==> config.mk <==
export PLATFORM = sky130hd
export DESIGN_NAME = bpq_cell
export DESIGN_NICKNAME = d
export VERILOG_FILES = /design/src/hdl/bpq_pkg.sv /design/src/hdl/bpq_cell.sv
export SDC_FILE = /design/constraint.sdc
export NUM_CORES = 1
export LEC_CHECK = 0
export ABC_AREA = 1
export CAP_MARGIN = 20
export CORE_ASPECT_RATIO = 0.7
export CORE_MARGIN = 4
export CORE_UTILIZATION = 40
export CTS_CLUSTER_DIAMETER = 120
export DETAILED_ROUTE_END_ITERATION = 12
export DONT_BUFFER_PORTS = 1
export HOLD_SLACK_MARGIN = 0.12
export PLACE_DENSITY = 0.54
export SETUP_SLACK_MARGIN = 0.2
export SLEW_MARGIN = 40
export SYNTH_ARGS = -nofsm -noshare
export SYNTH_HDL_FRONTEND = slang
export SYNTH_SLANG_ARGS = --single-unit
==> constraint.sdc <==
create_clock -name clk -period 5.97 [get_ports clk]
set_input_delay 0.2985 -clock clk [delete_from_list [all_inputs] [get_ports clk]]
set_output_delay 0.2985 -clock clk [all_outputs]
set_load 0.01 [all_outputs]
==> src/hdl/bpq_pkg.sv <==
// ----------------------------------------------------------------------------
// bpq_pkg: shared types and constants for the bounded priority queue
// Field widths, default sizes, status and operation codes, cell control.
// ----------------------------------------------------------------------------
package bpq_pkg;

  localparam int DEPTH_DEF    = 16;
  localparam int PRI_BITS_DEF = 15;
  localparam int TAG_BITS_DEF = 32;

  localparam int CAP_W    = 5;
  localparam int COUNT_W  = 5;
  localparam int STATUS_W = 2;

  localparam logic [CAP_W-1:0] CAP_RESET = 5'd10;

  typedef enum logic [STATUS_W-1:0] {
    ST_DONE  = 2'd0,
    ST_FULL  = 2'd1,
    ST_EMPTY = 2'd2
  } status_t;

  typedef enum logic {
    OP_INSERT = 1'b0,
    OP_REMOVE = 1'b1
  } op_t;

  // per-cell control from the queue controller
  typedef struct packed {
    logic ins;       // accepted insert that fits
    logic rem;       // accepted remove of a stored entry
    logic occ;       // this cell holds an entry
    logic left_occ;  // left neighbor holds an entry (true for the head cell)
    logic first;     // head cell
    logic left_ge;   // left neighbor priority >= new priority
  } cell_ctrl_t;

endpackage

==> src/hdl/bpq_cell.sv <==
// ----------------------------------------------------------------------------
// bpq_cell: one slot of the sorted insertion chain
// Keeps its entry, loads the new entry, or shifts from a neighbor.
// ----------------------------------------------------------------------------
module bpq_cell import bpq_pkg::*; #(
  parameter int PRI_W = PRI_BITS_DEF,
  parameter int TAG_W = TAG_BITS_DEF
) (
  input  logic             clk,
  input  logic             en,
  input  cell_ctrl_t       ctrl,
  input  logic [PRI_W-1:0] new_pri,
  input  logic [TAG_W-1:0] new_tag,
  input  logic [PRI_W-1:0] left_pri,
  input  logic [TAG_W-1:0] left_tag,
  input  logic [PRI_W-1:0] right_pri,
  input  logic [TAG_W-1:0] right_tag,
  output logic [PRI_W-1:0] pri,
  output logic [TAG_W-1:0] tag,
  output logic             ge
);

  logic [PRI_W-1:0] pri_r, pri_nxt;
  logic [TAG_W-1:0] tag_r, tag_nxt;
  logic             load_new, take_left;

  assign ge = ctrl.occ && (pri_r >= new_pri);

  // the insert point is the first cell not ranked ahead of the new entry
  assign load_new  = !ge && ctrl.left_occ && (ctrl.first || ctrl.left_ge);
  assign take_left = !ge && ctrl.left_occ && !ctrl.first && !ctrl.left_ge;

  always_comb begin
    pri_nxt = pri_r;
    tag_nxt = tag_r;
    if (ctrl.rem) begin
      pri_nxt = right_pri;
      tag_nxt = right_tag;
    end else if (ctrl.ins) begin
      if (load_new) begin
        pri_nxt = new_pri;
        tag_nxt = new_tag;
      end else if (take_left) begin
        pri_nxt = left_pri;
        tag_nxt = left_tag;
      end
    end
  end

  always_ff @(posedge clk) begin
    if (en) begin
      pri_r <= pri_nxt;
      tag_r <= tag_nxt;
    end
  end

  assign pri = pri_r;
  assign tag = tag_r;

endmodule

# ---- After elaboration in Yosys (flattened, before gate mapping)
# Cells that the tools add are included.
dict set report classes {
  n_lt_le_gt_ge 1
  muxes 8
  n_reduce_logical 12
}
# operator count
set op_table {}
lappend op_table {{32-bit two-way mux} 4}
lappend op_table {{15-bit two-way mux} 4}
lappend op_table {{15-bit >= comparator} 1}
lappend op_table {{1-bit logical AND} 5}
lappend op_table {{1-bit zero test} 3}
lappend op_table {{3-bit AND reduction} 1}
lappend op_table {{3-bit nonzero test} 1}
lappend op_table {{2-bit nonzero test} 1}
lappend op_table {{1-bit logical OR} 1}
dict set report totals {
  regBits 47
  in_bits 149
  output_inout_bits 48
  word_cells 23
}

# ---- Logic depth before layout (Yosys ltp)
dict set report depth {
  word_depth 10
  depth_mapped 16
  ltp_nobuf 14
}

# ---- Worst setup path before layout
# Ideal clock, no wire load.
dict set report synth_timing {
  path_kind {register to register}
  startpoint {register pri_r[12] (netlist: pri[12])}
  endpoint {register pri_r[0] (netlist: pri[0]), enable pin}
  setup_time_ns 0.524
  arrival_time_ns 4.869
  required_ns 5.446
  slack_ns 0.577
  path_stages_with_launch 12
  n_path_buf 1
  synth_period_minus_slack_ns 5.393
  path_cell_list {edfxtp_1 > ha_1 > nand2_1 > nand2_1 > nand3_1 > nand2_1 > nor2_1 > nand3_2 > nand2_2 > buf_4 > nand3_1 > a21boi_0}
}
dict set report synth_between {
  elab_chain_len 8
  elab_cells_between_ends 9
  classes_between {1 x order compare; 8 x reduce/logical}
}
# element line
set synth_rtl {}
lappend synth_rtl {{from (decl)} bpq_cell.sv:23} ;# logic [PRI_W-1:0] pri_r, pri_nxt;
lappend synth_rtl {{from (signal assigned)} bpq_cell.sv:52} ;# pri_r <= pri_nxt;
lappend synth_rtl {{15-bit >= comparator *} bpq_cell.sv:27} ;# assign ge = ctrl.occ && (pri_r >= new_pri);
lappend synth_rtl {{1-bit logical AND *} bpq_cell.sv:27}
lappend synth_rtl {{1-bit zero test *} {bpq_cell.sv:30, bpq_cell.sv:31}}
lappend synth_rtl {{1-bit logical AND *} {bpq_cell.sv:30, bpq_cell.sv:31}}
lappend synth_rtl {{1-bit logical AND (2 in a row)} bpq_cell.sv:31} ;# assign take_left = !ge && ctrl.left_occ && !ctrl.first && !ctrl.left_ge;
lappend synth_rtl {{3-bit nonzero test (no line) *} -}
lappend synth_rtl {{3-bit AND reduction (no line) *} -}
# Every way passes the cells marked *; elsewhere a longest branch is shown, timed or not.
# A chain may end at the register's enable or synchronous reset.

# ---- Worst setup path in the final report
dict set report layout_timing {
  startpoint {register pri_r[6] (netlist: pri[6])}
  endpoint {register tag_r[17] (netlist: tag[17]), enable pin}
}
dict set report layout_between {
  elab_chain_len 8
  elab_cells_between_ends 9
  classes_between {1 x order compare; 8 x reduce/logical}
}
# element line
set layout_rtl {}
lappend layout_rtl {{15-bit >= comparator *} bpq_cell.sv:27}
lappend layout_rtl {{1-bit logical AND *} bpq_cell.sv:27}
lappend layout_rtl {{1-bit zero test *} {bpq_cell.sv:30, bpq_cell.sv:31}}
lappend layout_rtl {{1-bit logical AND *} {bpq_cell.sv:30, bpq_cell.sv:31}}
lappend layout_rtl {{1-bit logical AND (2 in a row)} bpq_cell.sv:31}
lappend layout_rtl {{3-bit nonzero test (no line) *} -}
lappend layout_rtl {{3-bit AND reduction (no line) *} -}
lappend layout_rtl {{to (signal assigned)} bpq_cell.sv:53} ;# tag_r <= tag_nxt;
lappend layout_rtl {{to (decl)} bpq_cell.sv:24} ;# logic [TAG_W-1:0] tag_r, tag_nxt;
# Marked as above.

==> results.toml <==
[critical_path]
cell_depth_of_the_worst_flop_to_flop_path = 11
crit_path_max_fanout = 33
slowest_stage = "sky130_fd_sc_hd__a21boi_4"
worst_setup_path_start_kind = "register"
crit_required_ns = 5.90
timing.critical_path.slowest_cell_delay_ns = 0.54
path_class = "register to register"
critical-path-top-cell-by-count = "sky130_fd_sc_hd__nand2_1"
path_cells = "ha_1, nand2_1, inv_1, a21oi_1, nand2_1, nand2_1, nand3_2, nand2_2, nand3_1, a21boi_4, buf_4"
worstSetupEndpointType = "register"
worstPathArrival_ns = 3.12

[yosys]
post-synth-top-count-cell = "sky130_fd_sc_hd__nand2_1"
syn_nets = 638
synth.cell_area_um2 = 3390
ys_ff_latch = 47
syn_inst = 474
async_flop_share = 0
synthFlopType = "sky130_fd_sc_hd__edfxtp_1"
synth_warnings = 0
yosysUniqueCellTypes = 19
netlist_top_cells_count = "sky130_fd_sc_hd__nand2_1 (163), sky130_fd_sc_hd__inv_1 (103), sky130_fd_sc_hd__nand3_1 (50)"
post-synth-top-area-cell = "sky130_fd_sc_hd__edfxtp_1"
number_of_flops_mapped_to_enable_cells_by_yosys = 47
synth_seq_area_share = 0.416
post_synth_main_area_contributors = "sky130_fd_sc_hd__edfxtp_1 (42%), sky130_fd_sc_hd__nand2_1 (18%), sky130_fd_sc_hd__inv_1 (11%), sky130_fd_sc_hd__nand4_1 (8.7%), sky130_fd_sc_hd__nand3_1 (7.4%)"
yosysTopAreaCellShare = 0.416
post_synth.cell_area_avg_um2 = 7.16

[floorplan]
die_area_um2 = 10000
ios = 197
die_outline_height_um = 85.1
floorplan.core_area_um2 = 8070
num_rows = 27
initial_utilization = 0.420
die-width_um = 118

[placed_design]
routabilityCongestion = 0.750
preCtsSetupSlack_ns = 2.72
buffer_ports.inserted = 0
hpwlAfterDp_um = 6770
dpl_cell_area_um2 = 3420
dp_cells = 549

[layout]
layout-drive-gt1-share = 0.0308
stdcell_area_um2 = 3550
diodes = 0
n_fill_cell = 846
final_net_count = 619
flow.area_growth_from_synthesis_pct = 4.53
instances_no_fill = 555

[clocking]
post_cts_resize_count = 0
cts.htree.levels = 2
clockBufferDepth = 2
clkSinkCount = 47
cts.hold.buffers_added = 0
cts_tree = "done"
clk_slew_on_worst_s_h_paths_ns = 0.06
cts-root-buf = "sky130_fd_sc_hd__clkbuf_16"
worstSkewPairLatency_ns = 0.28
cts_setup_buffers = 0
cts_inserted_buffers = 5

[power]
power.switching_uw = 229
p_per_area_nw_per_um2 = 233
design_power_total_uw = 826
switching_share_of_total_power = 0.278
share_seq_of_total_power = 0.507
power.share.combinational = 0.175
power.static_leakage_uw = 0.00189
max-vdd-ir-drop_mv = 0.0815
cellInternalPower_uw = 597
pwr-share-clk = 0.319

[detailed_routing]
drt_drc_violations_left = 0
final_antenna_net_count = 0
via_count = 2984
detail_route.iter0.violations = 231
post_drt_wl_per_cell_um = 17.1
detailedRoute.firstPassIterationCount = 4
viasPerCell = 5.38
wirelength_um = 9490

[global_routing]
grt_start_max_net_pins = 50
gr-total-overflow = 0
wire_length_of_the_first_global_routing_pass_um = 14700
grt_use_met2 = 0.287
gr-usage-all-layers = 0.181
antenna_found_initial = 0
globalRouteMet3Util = 0.0746
met1_usage = 0.234
grt_busiest_layer = "met2"
first_global_vias = 2846

[timing]
max_slew.worst_pin.slew_ns = 0.606
setup_viol_count_final = 0
fin_crit_ns = 3.19
hold_violation_count_in_the_final_report = 0
final_max_slew_viol_count = 0
grt_setup_unrepaired = "false"
final_min_period_over_clock_period = 0.535
setup_ws_ns = 2.78
totalNegativeSetupSlack_ns = 0
timing.max_slew.rel_slack = 0.595
finalClockSkew_ns = 0.00471
timing.fmax_mhz = 313

[worst_hold_path]
min_delay_path_depth = 2
hold_class = "input pin to register"

[run_status]
status = "complete, no violations"

[job]
timing.max_cap.violations = 0
==> cell families after synthesis <==
family | Yosys count | share of synthesized area
adder cells (fa/ha/maj) | 15 | 0.0553
flip-flops | 47 | 0.416
AO/OA/AOI/OAI | 7 | 0.0111
buffers and inverters | 133 | 0.158
AND/OR/NAND/NOR | 272 | 0.360
==> worst paths after layout <==
path / start / end / slack, ns
min reg2reg: pri[14] / pri[13] / 1.39
max reg2reg: pri[6] / tag[17] / 2.78
min: right_pri[0] / pri[0] / 0.20
max: pri[6] / tag[17] / 2.78
==> cell type report <==
class,instances,area (um2),share of cell area
Clock buffer,6,129,0.0363
Inverter,103,387,0.109
Multi-Input combinational cell,294,1470,0.413
Sequential cell,47,1410,0.398
Tap cell,101,126,0.0356
Timing Repair Buffer,4,30.0,0.00846
==> placed cells by master (no fill, tap or decap) <==
cell	count
sky130_fd_sc_hd__nand3_4	1
sky130_fd_sc_hd__buf_4	4
sky130_fd_sc_hd__or2_2	1
sky130_fd_sc_hd__clkbuf_1	1
sky130_fd_sc_hd__nand3_1	50
sky130_fd_sc_hd__nor2_1	7
sky130_fd_sc_hd__clkbuf_16	5
sky130_fd_sc_hd__nand3_2	1
sky130_fd_sc_hd__o21ai_0	1
sky130_fd_sc_hd__edfxtp_1	47
sky130_fd_sc_hd__ha_1	15
sky130_fd_sc_hd__a21oi_1	5
sky130_fd_sc_hd__and2_1	1
sky130_fd_sc_hd__nand2_1	163
sky130_fd_sc_hd__inv_1	102
sky130_fd_sc_hd__nand4_1	47
sky130_fd_sc_hd__a21boi_4	1
sky130_fd_sc_hd__nand2_2	1
sky130_fd_sc_hd__clkinv_1	1
==> power by group through the flow <==
stage	Combinational, uW	Clock (uW)	Sequential (uW)
3_5_place_dp	144	0	426
6_report	144	263	419
3_3_place_gp	144	0	427
4_1_cts	145	273	419
2_1_floorplan	126	0	423
5_1_grt	168	287	420
==> state kept, by name, indices dropped and copies added, names as in the netlist <==
name and count:
pri 15, tag 32
==> stage by stage <==
stage	hold WS, ns	utilization
after floorplan	0.480	-
final	0.204	0.439
after global placement	0.487	0.423
after detailed placement	0.489	0.424
after global routing	0.195	0.439
after CTS	0.190	0.439
==> worst max-delay path: cells and delay by family, from the launching register on <==
kind            cells  cell delay, ns
compound gates      2            0.68
fa+ha+maj           1            0.32
simple gates        6            0.77
flops               1            0.46
buf+inv             2            0.57
==> metal layers <==
metal | share of wire | vias to the layer above
met5 | 0 | -
met3 | 0.12 | 4
met1 | 0.43 | 1348
met4 | 0.0044 | 0
met2 | 0.45 | 167
li1 | - | 1465
Note: power is estimated with default switching activity, not from simulation.
